===== config.mk =====
export PLATFORM = sky130hd
export DESIGN_NAME = ccirc_mul
export DESIGN_NICKNAME = d
export VERILOG_FILES = /design/src/sv/ccirc_pkg.sv /design/src/sv/ccirc_mul.sv
export SDC_FILE = /design/constraint.sdc
export NUM_CORES = 1
export LEC_CHECK = 0
export BUFFER_PORTS_ARGS = -buffer_cell sky130_fd_sc_hd__buf_4
export CAP_MARGIN = 5
export CORE_MARGIN = 5
export CORE_UTILIZATION = 35
export CTS_CLUSTER_SIZE = 12
export DETAILED_ROUTE_END_ITERATION = 6
export HOLD_SLACK_MARGIN = 0.15
export SYNTH_ARGS = -nofsm -noshare
export SYNTH_HDL_FRONTEND = slang
export SYNTH_SLANG_ARGS = --single-unit

===== constraint.sdc =====
create_clock -name i_clk -period 4.75 [get_ports i_clk]
set_clock_uncertainty 0.2 [all_clocks]
set_input_delay 0.475 -clock i_clk [delete_from_list [all_inputs] [get_ports i_clk]]
set_output_delay 0.475 -clock i_clk [all_outputs]
set_load 0.005 [all_outputs]

===== src/sv/ccirc_pkg.sv =====
package ccirc_pkg;

    // default coordinate width and field widths
    localparam int COORD_BITS_DEF = 16;
    localparam int FIELD_W        = 16;
    localparam int MODE_W         = 2;
    localparam int VALUE_W        = 27;

    // largest value the result field can hold
    localparam logic [VALUE_W-1:0] OUT_MAX = '1;

    // radius scale squared: 1000 * 1000
    localparam int RADIUS_SQ = 1000000;
    localparam int SCALE_W   = 21;

    // split multiplier: operand chunk width and stage count
    localparam int MUL_CHUNK = 24;
    localparam int MUL_LAT   = 5;

    // result selection codes
    typedef enum logic [MODE_W-1:0] {
        MODE_X = 2'd0,
        MODE_Y = 2'd1,
        MODE_R = 2'd2
    } t_mode;

endpackage


===== src/sv/ccirc_mul.sv =====
module ccirc_mul #(
    parameter int WA = 8,
    parameter int WB = 8
) (
    input  logic                    i_clk,
    input  logic                    i_en,
    input  logic signed [WA-1:0]    i_a,
    input  logic signed [WB-1:0]    i_b,
    output logic signed [WA+WB-1:0] o_p
);
    import ccirc_pkg::*;

    localparam int K  = MUL_CHUNK;
    localparam int NA = (WA + K - 1) / K;
    localparam int NB = (WB + K - 1) / K;
    localparam int LA = NA * K;
    localparam int LB = NB * K;
    localparam int WW = (NB + 1) * K;
    localparam int WT = LA + LB;

    logic [WA-1:0]      mag_a;
    logic [WB-1:0]      mag_b;
    logic [LA-1:0]      r_ma;
    logic [LB-1:0]      r_mb;
    logic [3:0]         r_sg;
    logic [2*K-1:0]     r_pp [NA][NB];
    logic [WW-1:0]      n_row [NA];
    logic [WW-1:0]      r_row [NA];
    logic [WT-1:0]      n_sum;
    logic [WT-1:0]      r_sum;
    logic [WA+WB-1:0]   mag_p;
    logic signed [WA+WB-1:0] r_p;

    // magnitudes of the signed operands
    assign mag_a = i_a[WA-1] ? WA'(-i_a) : WA'(i_a);
    assign mag_b = i_b[WB-1] ? WB'(-i_b) : WB'(i_b);

    // row sums of the partial products
    always_comb begin
        for (int i = 0; i < NA; i++) begin
            n_row[i] = '0;
            for (int j = 0; j < NB; j++) begin
                n_row[i] = n_row[i] + (WW'(r_pp[i][j]) << (j * K));
            end
        end
    end

    // sum of the rows
    always_comb begin
        n_sum = '0;
        for (int i = 0; i < NA; i++) begin
            n_sum = n_sum + (WT'(r_row[i]) << (i * K));
        end
    end

    assign mag_p = r_sum[WA+WB-1:0];

    // five stages: magnitude, chunk products, rows, total, sign
    always_ff @(posedge i_clk) begin
        if (i_en) begin
            r_ma <= LA'(mag_a);
            r_mb <= LB'(mag_b);
            r_sg <= {r_sg[2:0], i_a[WA-1] ^ i_b[WB-1]};
            for (int i = 0; i < NA; i++) begin
                for (int j = 0; j < NB; j++) begin
                    r_pp[i][j] <= r_ma[i*K +: K] * r_mb[j*K +: K];
                end
            end
            r_row <= n_row;
            r_sum <= n_sum;
            r_p   <= r_sg[3] ? -mag_p : mag_p;
        end
    end

    assign o_p = r_p;

endmodule


# Word-level counts from Yosys, hierarchy flattened
# Memory sizes are Yosys's and may differ from the RTL's. A register that Yosys moved wholly into a read port is not among the register bits.
# Index checks and enable logic that the tools add are counted.
# word_totals
ff_bits,52
input_bits,18
ramBits,16
memories,1
output_inout_bits,16
# mem_list
name,words,width,rd,rd_ports_with_merged_regs,wr,line_no,source
r_pp,1,16,1,1,1,ccirc_mul.sv:26,logic [2*K-1:0] r_pp [NA][NB];
# op_classes
n_mux,5
n_addsub,3
mul,1
bitwise_logic,1
# ops
cell,n
$mul 8x8->16,1
$mux 16,1
$neg 16->16,1
$neg 8->8,2
$mux 7,2
$mux 1,2
$xor 1x1->1,1

# Depth between registers and ports, before layout
# depth
depth_word,2
mapped_depth,15
depth_no_buf,15

# Least setup slack after synthesis
# Ideal clock, no wire load.
# synth_timing
path_type,reg2reg
start,reg r_mb[7]
end,"mem r_pp[0][14] (netlist bit), data pin"
path_stages_with_launch,13
path_buffers,0
required_time_ns,4.291
setup_ns,0.259
setup_slack_ns,0.352
period_less_slack_ns,4.398
t_arrival_ns,3.939
cell_sequence,edfxtp_1 > and2_1 > fa_1 > fa_1 > fa_1 > inv_1 > fa_1 > inv_1 > ha_1 > nor3_1 > or2_2 > or2_1 > a211o_1
# synth_between
elab_chain_cells,1
# synth_rtl
element,line_no,source
start: declaration,ccirc_mul.sv:24,logic [LB-1:0] r_mb;
start signal: assignment,ccirc_mul.sv:62,r_mb <= LB'(mag_b);
$mul 8x8->16,ccirc_mul.sv:66,r_pp[i][j] <= r_ma[i*K +: K] * r_mb[j*K +: K];
end: declaration,ccirc_mul.sv:26,
# No other way between the ends.

# Final worst setup path
# layout_timing
start,reg r_ma[2]
end,"mem r_pp[0][14] (netlist bit), data pin"
# layout_between
elab_chain_cells,1
# layout_rtl
element,line_no,source
start: declaration,ccirc_mul.sv:23,logic [LA-1:0] r_ma;
start signal: assignment,ccirc_mul.sv:61,r_ma <= LA'(mag_a);
$mul 8x8->16,ccirc_mul.sv:66,
# No other way between the ends.

==> run_results.csv <==
group,metric,value,unit
worst_setup_path,crit_type,"reg -> reg",
synthesis,synth_top_family_by_area,"adder cells",
synthesis,synth-simple-area-share,0.1348,
worst_hold_path,hold_end,"r_sum[5]",
worst_setup_path,end_kind,"flip-flop",
worst_setup_path,r2r_end,"r_pp[0][14]",
placement,gp_congestion,0.8413,
route,vias,3101,
worst_setup_path,worstPathRequired,4.64,ns
placement,dp_slack,0.1568,ns
worst_setup_path,crit_fanout,8,
worst_setup_path,rrSetupSlack,0.17,ns
die,dieArea,0.01765,mm2
worst_setup_path,path_cells,"and2_1 -> fa_1 -> fa_1 -> fa_1 -> inv_1 -> fa_1 -> inv_1 -> ha_1 -> nor2_1 -> or2_2 -> or2_1 -> a211o_1",
worst_setup_path,slowest_delay,0.55,ns
die,io_pins,34,
layout,stdcell_area,0.006093,mm2
grt,grt.overflow.total,0,
synthesis,synth-main-ff-cell,"edfxtp_1",
synthesis,ys_types,44,
route,drtPass1Iterations,4,
clock_tree,htreeDepth,3,
layout,synthToLayoutAreaGrowth,15.38,%
die,rows,45,
layout,drive_above_1_share,0.1219,
synthesis,synth_seq_cells,84,
synthesis,async_flop_share,0,
grt,track_usage,0.09687,
outcome,status,"complete, no violations",
worst_setup_path,critical_path.most_common_cell,"fa_1",
synthesis,netlist_area,0.005281,mm2
synthesis,synth_xor_area_frac,0.05638,
clock_tree,cts_sinks,84,
worst_setup_path,reg2reg_from,"r_ma[2]",
synthesis,netlist_instances,430,
synthesis,ys_seq_area_frac,0.4776,
worst_setup_path,slowest_stage,"fa_1",
layout,final_net_count,572,
worst_setup_path,crit_family,"adder cells",
timing,finalSetupViolCount,0,
run,maxCapViolCount,0,
die,die_x,132.8,um
timing,timing.fmax,218.4,MHz
route,drtIter0Drc,96,
power,vdd_ir_drop_max,0.2153,mV
timing,layout_setup_ws,0.1718,ns
clock_tree,cts_max_path_buffers,2,
worst_setup_path,startpoint_type,"flip-flop",
worst_setup_path,rr_worst_depth,12,
clock_tree,cts_buffers,9,
synthesis,synth_edf_count,84,
worst_setup_path,cp_data_arrival_time,4.47,ns
placement,dpl_cell_area,0.005756,mm2
power,totalPowerFinal,3249,uW
grt,grt_first_pass_wirelength,13.94,mm
timing,period_share,0.9638,
layout,insertedDiodeCount,0,
worst_setup_path,crit_cells,12,
die,core_area,0.01498,mm2
clock_tree,clk_latency,0.34,ns
grt,grt_pass1_vias,3223,
power,total_leakage_power,0.002546,uW
route,met1_length,3.432,mm
route,antenna_left,0,
layout,utilization,0.4069,
clock_tree,cts.clk_slew.worst_paths,0.06,ns
route,top_layer_used,"met4",
synthesis,synth_area_per_cell,12.28,um2
synthesis,synth-compound-area-share,0.05259,
grt,antenna_found_initial,0,
worst_hold_path,holdPathStages,0,
die,die_h,132.8,um
route,wl_met3,465,um
worst_hold_path,hp-class,"reg -> reg",
placement,portBuffers,33,
timing,hold_viol,0,
timing,drv_slew,0,
synthesis,synth_nets,523,
route,route.met2.wl,3.989,mm
timing,layout_min_cycle_time,4.578,ns
synthesis,synthAdderAreaFrac,0.2289,
power,power.density,533.3,mW/mm2
timing,tightest_slew,0.9909,ns
layout,mostFrequentLayoutCells,"84 x edfxtp_1, 60 x inv_1, 51 x and2_1",
route,viasPerCell,4.615,
route,wl,8.063,mm
synthesis,yosysWarnings,0,
clock_tree,cts_tree,"done",
route,drc,0,
timing,relSlewSlack,0.3394,
route,wl_per_cell,12.00,um
worst_hold_path,min_from,"r_row[5]",
placement,dp_hpwl,6.086,mm
clock_tree,clock-root-buffer,"clkbuf_16",
timing,tns,0,ns
timing,rsz0062_at_grt,"false",
die,initial_core_util,0.3526,
synthesis,muxShareOfSynthArea,0.004027,
grt,grt_max_degree,85,
layout,layout_commonest_cell,"edfxtp_1",
worst_setup_path,cp.buffers_inverters,2,
sequential cells by signal, indices dropped and copies added (netlist names):
| signal | cells |
|---|---|
| r_row | 16 |
| r_sg | 4 |
| r_pp | 16 |
| r_ma | 8 |
| r_sum | 16 |
| o_p | 16 |
| r_mb | 8 |
metal layers:
metal	track usage	vias to the layer above
li1	-	1560
met1	0.1102	1448
met2	0.1622	77
met3	0.03536	16
met4	0.04503	0
met5	0	-
logic make-up after synthesis:
kind of cell | count (synthesis)
adder cells (fa/ha/maj) | 75
XOR/XNOR | 34
buffers and inverters | 64
AND/OR/NAND/NOR | 131
flip-flops | 84
AO/OA/AOI/OAI | 40
multiplexers | 2
cell type report:
type,count,area [um2]
inverter,60,225.2
sequential,84,2522
timing repair buffer,42,320.3
multi-input combinational,282,2522
clock buffer,10,229.0
fill,1421,8884
tap,188,235.2
clock inverter,6,38.79
worst register-to-register path, cell delays in order, from the launching register on:
cell and delay [ns]:
edfxtp_1 0.50, and2_1 0.21, fa_1 0.50, fa_1 0.52, fa_1 0.55, inv_1 0.05, fa_1 0.53, inv_1 0.04
ha_1 0.32, nor2_1 0.06, or2_2 0.31, or2_1 0.26, a211o_1 0.28
through the flow:
step	instances	hold slack, ns
floorplan	430	0.2003
global placement	648	0.2007
detailed placement	648	0.2045
CTS	666	0.2055
global route	672	0.2167
finish	672	0.2167
synthesized netlist by cell type (3+ instances only):
cell type / n / share of area
or3_1: 6 / 0.0071
xnor2_1: 26 / 0.043
clkbuf_1: 3 / 0.0021
nor2b_1: 3 / 0.0036
nor3_1: 5 / 0.0047
and2_1: 51 / 0.060
nor2_1: 12 / 0.0085
ha_1: 39 / 0.092
fa_1: 36 / 0.14
a21oi_1: 4 / 0.0038
nand2_1: 33 / 0.023
o31ai_1: 4 / 0.0057
xor2_1: 8 / 0.013
edfxtp_1: 84 / 0.48
inv_1: 60 / 0.043
nand3_1: 3 / 0.0028
nand2b_1: 6 / 0.0071
o21ai_0: 14 / 0.013
how the worst max path moves through the flow:
stage,from,end
2_1_floorplan,r_mb[7],r_pp[0][14]
5_1_grt,r_mb[5],r_pp[0][14]
3_5_place_dp,r_mb[7],r_pp[0][14]
3_3_place_gp,r_mb[7],r_pp[0][14]
4_1_cts,r_mb[7],r_pp[0][14]
6_report,r_ma[2],r_pp[0][14]
where the power goes:
part           switching (uW)  leakage, uW  internal, uW
sequential               68.5     0.000824          1080
combinational             787      0.00159           679
clock                     284     0.000132           353
total                    1140      0.00255          2110
what timing repair did:
action                                  CTS  global route
setup buffers                             0             6
hold buffers                              2             0
endpoints found under the setup margin    0             3
resized for setup                         0             1
endpoints found under the hold margin     2             0
Power figures use the tool's default switching activity.
