### src/sv/ccirc_rootdiv.sv
module ccirc_rootdiv #(
    parameter int WM   = 40,
    parameter int WDEN = 16,
    parameter int QW   = 16
) (
    input  logic              i_clk,
    input  logic              i_en,
    input  logic [WM-1:0]     i_rad,
    input  logic [WM/2-1:0]   i_num,
    input  logic [WDEN-1:0]   i_den,
    input  logic              i_root,
    output logic [QW-1:0]     o_quo
);
    localparam int WR  = WM / 2;
    localparam int WRM = WR + 2;
    localparam int WX  = (WR > WDEN + QW) ? WR : WDEN + QW;

    // square root stages, one result bit each
    logic [WRM-1:0]  r_rem [WR];
    logic [WR-1:0]   r_rt  [WR];
    logic [WM-1:0]   r_rad [WR];
    logic [WR-1:0]   r_num [WR];
    logic [WDEN-1:0] r_den [WR];
    logic [WR-1:0]   r_sel;

    // dividend select stage
    logic [WX-1:0]   r_n;
    logic [WDEN-1:0] r_d;

    // restoring divide stages, one quotient bit each
    logic [WX-1:0]   r_r  [QW];
    logic [QW-1:0]   r_q  [QW];
    logic [WDEN-1:0] r_dd [QW];

    for (genvar s = 0; s < WR; s++) begin : g_sq
        logic [WRM-1:0]  rem_in;
        logic [WRM-1:0]  rem2;
        logic [WRM-1:0]  trial;
        logic [WR-1:0]   rt_in;
        logic [WM-1:0]   rad_in;
        logic [WR-1:0]   num_in;
        logic [WDEN-1:0] den_in;
        logic            sel_in;

        if (s == 0) begin : g_first
            assign rem_in = '0;
            assign rt_in  = '0;
            assign rad_in = i_rad;
            assign num_in = i_num;
            assign den_in = i_den;
            assign sel_in = i_root;
        end else begin : g_next
            assign rem_in = r_rem[s-1];
            assign rt_in  = r_rt[s-1];
            assign rad_in = r_rad[s-1];
            assign num_in = r_num[s-1];
            assign den_in = r_den[s-1];
            assign sel_in = r_sel[s-1];
        end

        // bring down two radicand bits and try root*4+1
        assign rem2  = {rem_in[WR-1:0], rad_in[WM-1 -: 2]};
        assign trial = {rt_in, 2'b01};

        always_ff @(posedge i_clk) begin
            if (i_en) begin
                if (rem2 >= trial) begin
                    r_rem[s] <= rem2 - trial;
                    r_rt[s]  <= {rt_in[WR-2:0], 1'b1};
                end else begin
                    r_rem[s] <= rem2;
                    r_rt[s]  <= {rt_in[WR-2:0], 1'b0};
                end
                r_rad[s] <= rad_in << 2;
                r_num[s] <= num_in;
                r_den[s] <= den_in;
                r_sel[s] <= sel_in;
            end
        end
    end

    // root for the radius, centre numerator otherwise
    always_ff @(posedge i_clk) begin
        if (i_en) begin
            r_n <= r_sel[WR-1] ? WX'(r_rt[WR-1]) : WX'(r_num[WR-1]);
            r_d <= r_den[WR-1];
        end
    end

    for (genvar j = 0; j < QW; j++) begin : g_dv
        localparam int SH = QW - 1 - j;
        logic [WX-1:0]   rr_in;
        logic [QW-1:0]   q_in;
        logic [WDEN-1:0] d_in;
        logic [WX-1:0]   trial;
        logic            ge;

        if (j == 0) begin : g_first
            assign rr_in = r_n;
            assign q_in  = '0;
            assign d_in  = r_d;
        end else begin : g_next
            assign rr_in = r_r[j-1];
            assign q_in  = r_q[j-1];
            assign d_in  = r_dd[j-1];
        end

        // compare against the shifted divisor
        assign trial = WX'(d_in) << SH;
        assign ge    = (rr_in >= trial);

        always_ff @(posedge i_clk) begin
            if (i_en) begin
                r_r[j]  <= ge ? rr_in - trial : rr_in;
                r_q[j]  <= {q_in[QW-2:0], ge};
                r_dd[j] <= d_in;
            end
        end
    end

    assign o_quo = r_q[QW-1];

endmodule

### config.mk
export PLATFORM = sky130hd
export DESIGN_NAME = ccirc_rootdiv
export DESIGN_NICKNAME = d
export VERILOG_FILES = /design/src/sv/ccirc_rootdiv.sv
export SDC_FILE = /design/constraint.sdc
export NUM_CORES = 2
export LEC_CHECK = 0
export ABC_AREA = 1
export BUFFER_PORTS_ARGS = -buffer_cell sky130_fd_sc_hd__buf_4
export CAP_MARGIN = 20
export CORE_AREA = 4 4 462 464
export CTS_BUF_LIST = sky130_fd_sc_hd__clkbuf_8 sky130_fd_sc_hd__clkbuf_16
export DETAILED_ROUTE_END_ITERATION = 8
export DIE_AREA = 0 0 466 468
export GPL_ROUTABILITY_DRIVEN = 1
export PLACE_DENSITY = 0.73
export SLEW_MARGIN = 25
export SYNTH_ARGS = -nofsm -noshare
export SYNTH_HDL_FRONTEND = slang
export SYNTH_SLANG_ARGS = --single-unit
export TNS_END_PERCENT = 5
### constraint.sdc
create_clock -name i_clk -period 4.1 [get_ports i_clk]
set_input_delay 1.23 -clock i_clk [delete_from_list [all_inputs] [get_ports i_clk]]
set_output_delay 1.23 -clock i_clk [all_outputs]
set_load 0.05 [all_outputs]
After elaboration in Yosys (flattened, before gate mapping):

Memories as Yosys holds them, arrays and structs flattened. A register that Yosys moved wholly into a read port is not among the register bits.
Cells that the tools add are included.

* register bits after elaboration: 52
* bits in writable memories: 3344
* output and inout port bits: 16
* word-level logic and storage cells: 320
* memories: 8

Memory list
* r_rad: depth 20, width 38, rd ports 19, clocked after memory_dff 0, write ports 20, line 21 `logic [WM-1:0] r_rad [WR];`
* r_r: depth 16, width 32, rd ports 15, clocked after memory_dff 0, write ports 16, line 31 `logic [WX-1:0] r_r [QW];`
* r_rem: depth 20, width 22, rd ports 19, clocked after memory_dff 0, write ports 20, line 19 `logic [WRM-1:0] r_rem [WR];`
* r_num: depth 20, width 20, rd ports 20, clocked after memory_dff 0, write ports 20, line 22 `logic [WR-1:0] r_num [WR];`
* r_rt: depth 20, width 20, rd ports 20, clocked after memory_dff 0, write ports 20, line 20 `logic [WR-1:0] r_rt [WR];`
* r_den: depth 20, width 16, rd ports 20, clocked after memory_dff 1, write ports 20, line 23 `logic [WDEN-1:0] r_den [WR];`
* 2 more memories

* add/sub/neg operators: 36
* magnitude comparators: 36
* muxes and demuxes: 179
* bitwise operators: 40

Operator list (count)
* $mux W32: 16
* $mux W22: 20
* $mux W20: 21
* $ge A22 B22 Y1: 19
* $sub A22 B22 Y22: 19
* $mux W1: 122
* $or A1 B1 Y1: 40
* $ge A32 B16 Y1: 1
* $ge A32 B17 Y1: 1
* $ge A32 B18 Y1: 1
* $ge A32 B19 Y1: 1
* $ge A32 B20 Y1: 1
* $ge A32 B21 Y1: 1
* $ge A32 B22 Y1: 1
* $ge A32 B23 Y1: 1
* $ge A32 B24 Y1: 1
* $ge A32 B25 Y1: 1
* $ge A32 B26 Y1: 1
* $ge A32 B27 Y1: 1
* $ge A32 B28 Y1: 1
* $ge A32 B29 Y1: 1
* $ge A32 B30 Y1: 1
* $ge A32 B31 Y1: 1
* $sub A32 B16 Y32: 1
* other kinds (17): 17

Depth between registers and ports, before layout:

An unclocked memory read counts as a cell.

* depth after elaboration: 6
* mapped depth: 16
* gate-level depth less buffers: 15

Least setup slack after synthesis:

Ideal clock, no wire load.

* kind: input port to flip-flop
* start: input port i_en
* end: memory r_rem[18][0] (netlist bit), enable pin
* setup time: 0.410 ns
* arrival: 2.646 ns
* data required time: 3.690 ns
* slack: 1.045 ns
* stages: 3
* path buffers: 3
* cell sequence: buf_4 -> buf_2 -> clkbuf_1

RTL lines
* start, declared: line 7 `input logic i_en,`
* end, declared: line 19

==> impl_metrics.env <==
export IMPL_peakVddDrop_uv=727
export IMPL_stdcell_area_mm2=0.138
export IMPL_met2_usage_pct=45.6
export IMPL_gp_congestion=0.950
export IMPL_fill_cells=15800
export IMPL_synth_cell_area_mm2=0.125
export IMPL_start_util_pct=59.7
export IMPL_fin_util_pct=66.0
export IMPL_setup_violations_final=0
export IMPL_clk_latency_ns=0.95
export IMPL_vias_per_cell=5.46
export IMPL_avgSynthCellArea_um2=10.0
export IMPL_hold_viol_final=0
export IMPL_powerDensity_mw_per_mm2=563
export IMPL_arrival_ns=3.71
export IMPL_hold_class="register to register"
export IMPL_busiest_layer="met2"
export IMPL_synth_edf_count=2578
export IMPL_wl_um=300000
export IMPL_layout_drive_gt1_share_pct=5.50
export IMPL_critPathCaptureType="register"
export IMPL_worstMarginPinSlew_ns=0.964
export IMPL_ys_seq_area_share_pct=62.0
export IMPL_slew_headroom_pct=35.6
export IMPL_row_count=168
export IMPL_grt_ovfl_total=0
export IMPL_drv_cap=0
export IMPL_dpl_hpwl_um=212000
export IMPL_stdcell_count=15800
export IMPL_die_h_um=468
export IMPL_critPathRequiredTime_ns=4.74
export IMPL_drc_errors=0
export IMPL_cts_root_buf="clkbuf_16"
export IMPL_critical_path_class="register to register"
export IMPL_run_status="complete, no violations"
export IMPL_dr_total_vias=86200
export IMPL_final_common_cell="nand2_1"
export IMPL_synth_top_area_share_pct=62.0
export IMPL_yosysUniqueCellTypes=57
export IMPL_grt_max_degree=163
export IMPL_critPathLaunchType="register"
export IMPL_final_cell_mix="nand2_1, edfxtp_1, inv_1"
export IMPL_grtUsageTotal_pct=27.2
export IMPL_synth_ff_type="edfxtp_1"
export IMPL_setup_total_negative_slack_ns=0
export IMPL_nets=13300
export IMPL_drt_iter0_drc=8333
export IMPL_synth_top_cell_by_area="edfxtp_1"
export IMPL_finalCritPeriodShare_pct=75.0
export IMPL_path_clk_slew_ns=0.06
export IMPL_synth_warnings=0
export IMPL_synthArstFlopShare_pct=0
export IMPL_dpl_instance_area_mm2=0.129
export IMPL_cts_sinks=2579
export IMPL_antenna_found_initial=5
export IMPL_rsz0062_at_grt="false"
export IMPL_cts_hold_buffers=0
export IMPL_grt_util_met3_pct=4.09
export IMPL_post_cts_buffers=0
export IMPL_dieArea_mm2=0.218
export IMPL_dp_cells=15300
export IMPL_fmax_mhz=325
export IMPL_grt_pass1_vias=83300
export IMPL_areaGrowthSynthToFinish_pct=10.6
export IMPL_synthTopCellsByArea="edfxtp_1, nand2_1, inv_1"
export IMPL_synthCells=12500
export IMPL_skew_ns=0.0902
export IMPL_core_mm2=0.209
export IMPL_wire_per_inst_um=19.0
export IMPL_htree_levels=5
export IMPL_cts_path_max_buffers=4
export IMPL_grt_pass1_wl_um=465000
export IMPL_grtUsageMet1_pct=37.0
export IMPL_slew_violations=0
export IMPL_power_leakage_uw=0.0599
export IMPL_ant_nets=0
export IMPL_path_max_fanout=19
export IMPL_cts_tree="done"
export IMPL_cts_buffers_inserted=283
export IMPL_syn_num_nets=13000
export IMPL_die_w_um=466
export IMPL_dr_pass1_iters=7
export IMPL_fin_crit_ns=3.07
export IMPL_pin_count=95
export IMPL_cts_resized=0
export IMPL_ys_ff_latch=2579
export IMPL_portBuffers=94
-- per-layer routing --
| layer | vias up | wire [um] |
|---|---|---|
| met2 | 3380 | 143000 |
| met4 | 2 | 9360 |
| met5 | - | 13 |
| met1 | 40300 | 127000 |
| met3 | 660 | 20000 |
| li1 | 41800 | - |
-- registers in the layout, indices dropped and copies added, names as in the netlist --
name and count:
g_dv.rr_in 20, r_rad 380, r_rem 357, r_q 136
r_num 400, r_rt 210, r_dd 240, g_dv.d_in 16
r_r 480, r_den 320, g_sq.sel_in 19, r_sel 1
-- final cells by class --
class | instances | area [um2] | share of cell area (%)
clock inverter | 196 | 1820 | 1.32
timing repair buffer | 149 | 1360 | 0.981
tap | 2805 | 3510 | 2.54
multi-input combinational | 7834 | 39400 | 28.6
inverter | 1923 | 7230 | 5.23
sequential | 2579 | 77400 | 56.1
clock buffer | 292 | 7310 | 5.29
antenna | 2 | 5.00 | 0.00362
-- synthesized netlist by cell type, types with 4 or more instances --
cell / instances
a21boi_0: 7
a21o_1: 9
a21oi_1: 464
a21oi_2: 10
and2_1: 12
and3_1: 7
buf_2: 46
buf_4: 23
buf_6: 21
clkbuf_1: 26
edfxtp_1: 2578
fa_1: 15
ha_1: 477
inv_1: 1906
inv_2: 14
mux2_2: 20
nand2_1: 3854
nand2_2: 20
nand2_4: 4
nand3_1: 702
nand3_2: 8
nand3b_1: 110
nand4_1: 192
nand4_2: 4
nor2_1: 1035
nor2_2: 21
nor2_4: 7
nor3_1: 154
nor4_1: 22
o211ai_1: 5
o21a_1: 5
o21ai_0: 192
o21ai_1: 43
o21ai_2: 6
o21bai_1: 39
or2_2: 35
xnor2_1: 96
xor2_1: 233
-- final timing paths --
kind | start | slack [ns] | to | depth (start not counted)
worst min-delay path | r_den[19][15] | 0.38 | g_dv[0].d_in[15] | 0
worst min register to register | r_den[19][15] | 0.38 | g_dv[0].d_in[15] | 0
worst max-delay path | r_r[0][206] | 1.03 | r_r[0][233] | 9
worst max register to register | r_r[0][206] | 1.03 | r_r[0][233] | 9
-- where the power goes --
group | total [uW] | switching, uW | internal (uW) | leakage, uW
sequential | 34900 | 2100 | 32800 | 0.0250
combinational | 17500 | 11800 | 5720 | 0.0304
clock | 25300 | 10300 | 15000 | 0.00458
total | 77800 | 24200 | 53500 | 0.0599
-- kinds of logic after synthesis --
group / after synthesis / synth area share [%]
adder cells (fa/ha/maj): 492 / 5.02
AO/OA/AOI/OAI: 786 / 3.35
XOR/XNOR: 329 / 2.31
AND/OR/NAND/NOR: 6207 / 20.7
buffers and inverters: 2041 / 6.39
multiplexers: 20 / 0.180
flip-flops: 2579 / 62.0
-- worst max-delay path: stages, from the launching register on --
cell	delay [ns]
edfxtp_1	0.40
ha_1	0.37
nand2_1	0.12
nor2_1	0.38
nand2_1	0.11
nor3_1	0.67
nand2_1	0.12
nand3_1	0.16
buf_4	0.29
o21ai_0	0.14
-- stage by stage --
stage	power [uW]	hold WS [ns]	setup slack [ns]
after floorplan	46900	0.400	1.04
after global placement	52200	0.400	0.732
after detailed placement	52500	0.405	0.682
after CTS	78100	0.348	0.992
after global routing	82000	0.361	0.851
final	77800	0.382	1.03
(Power assumes the default switching activity.)
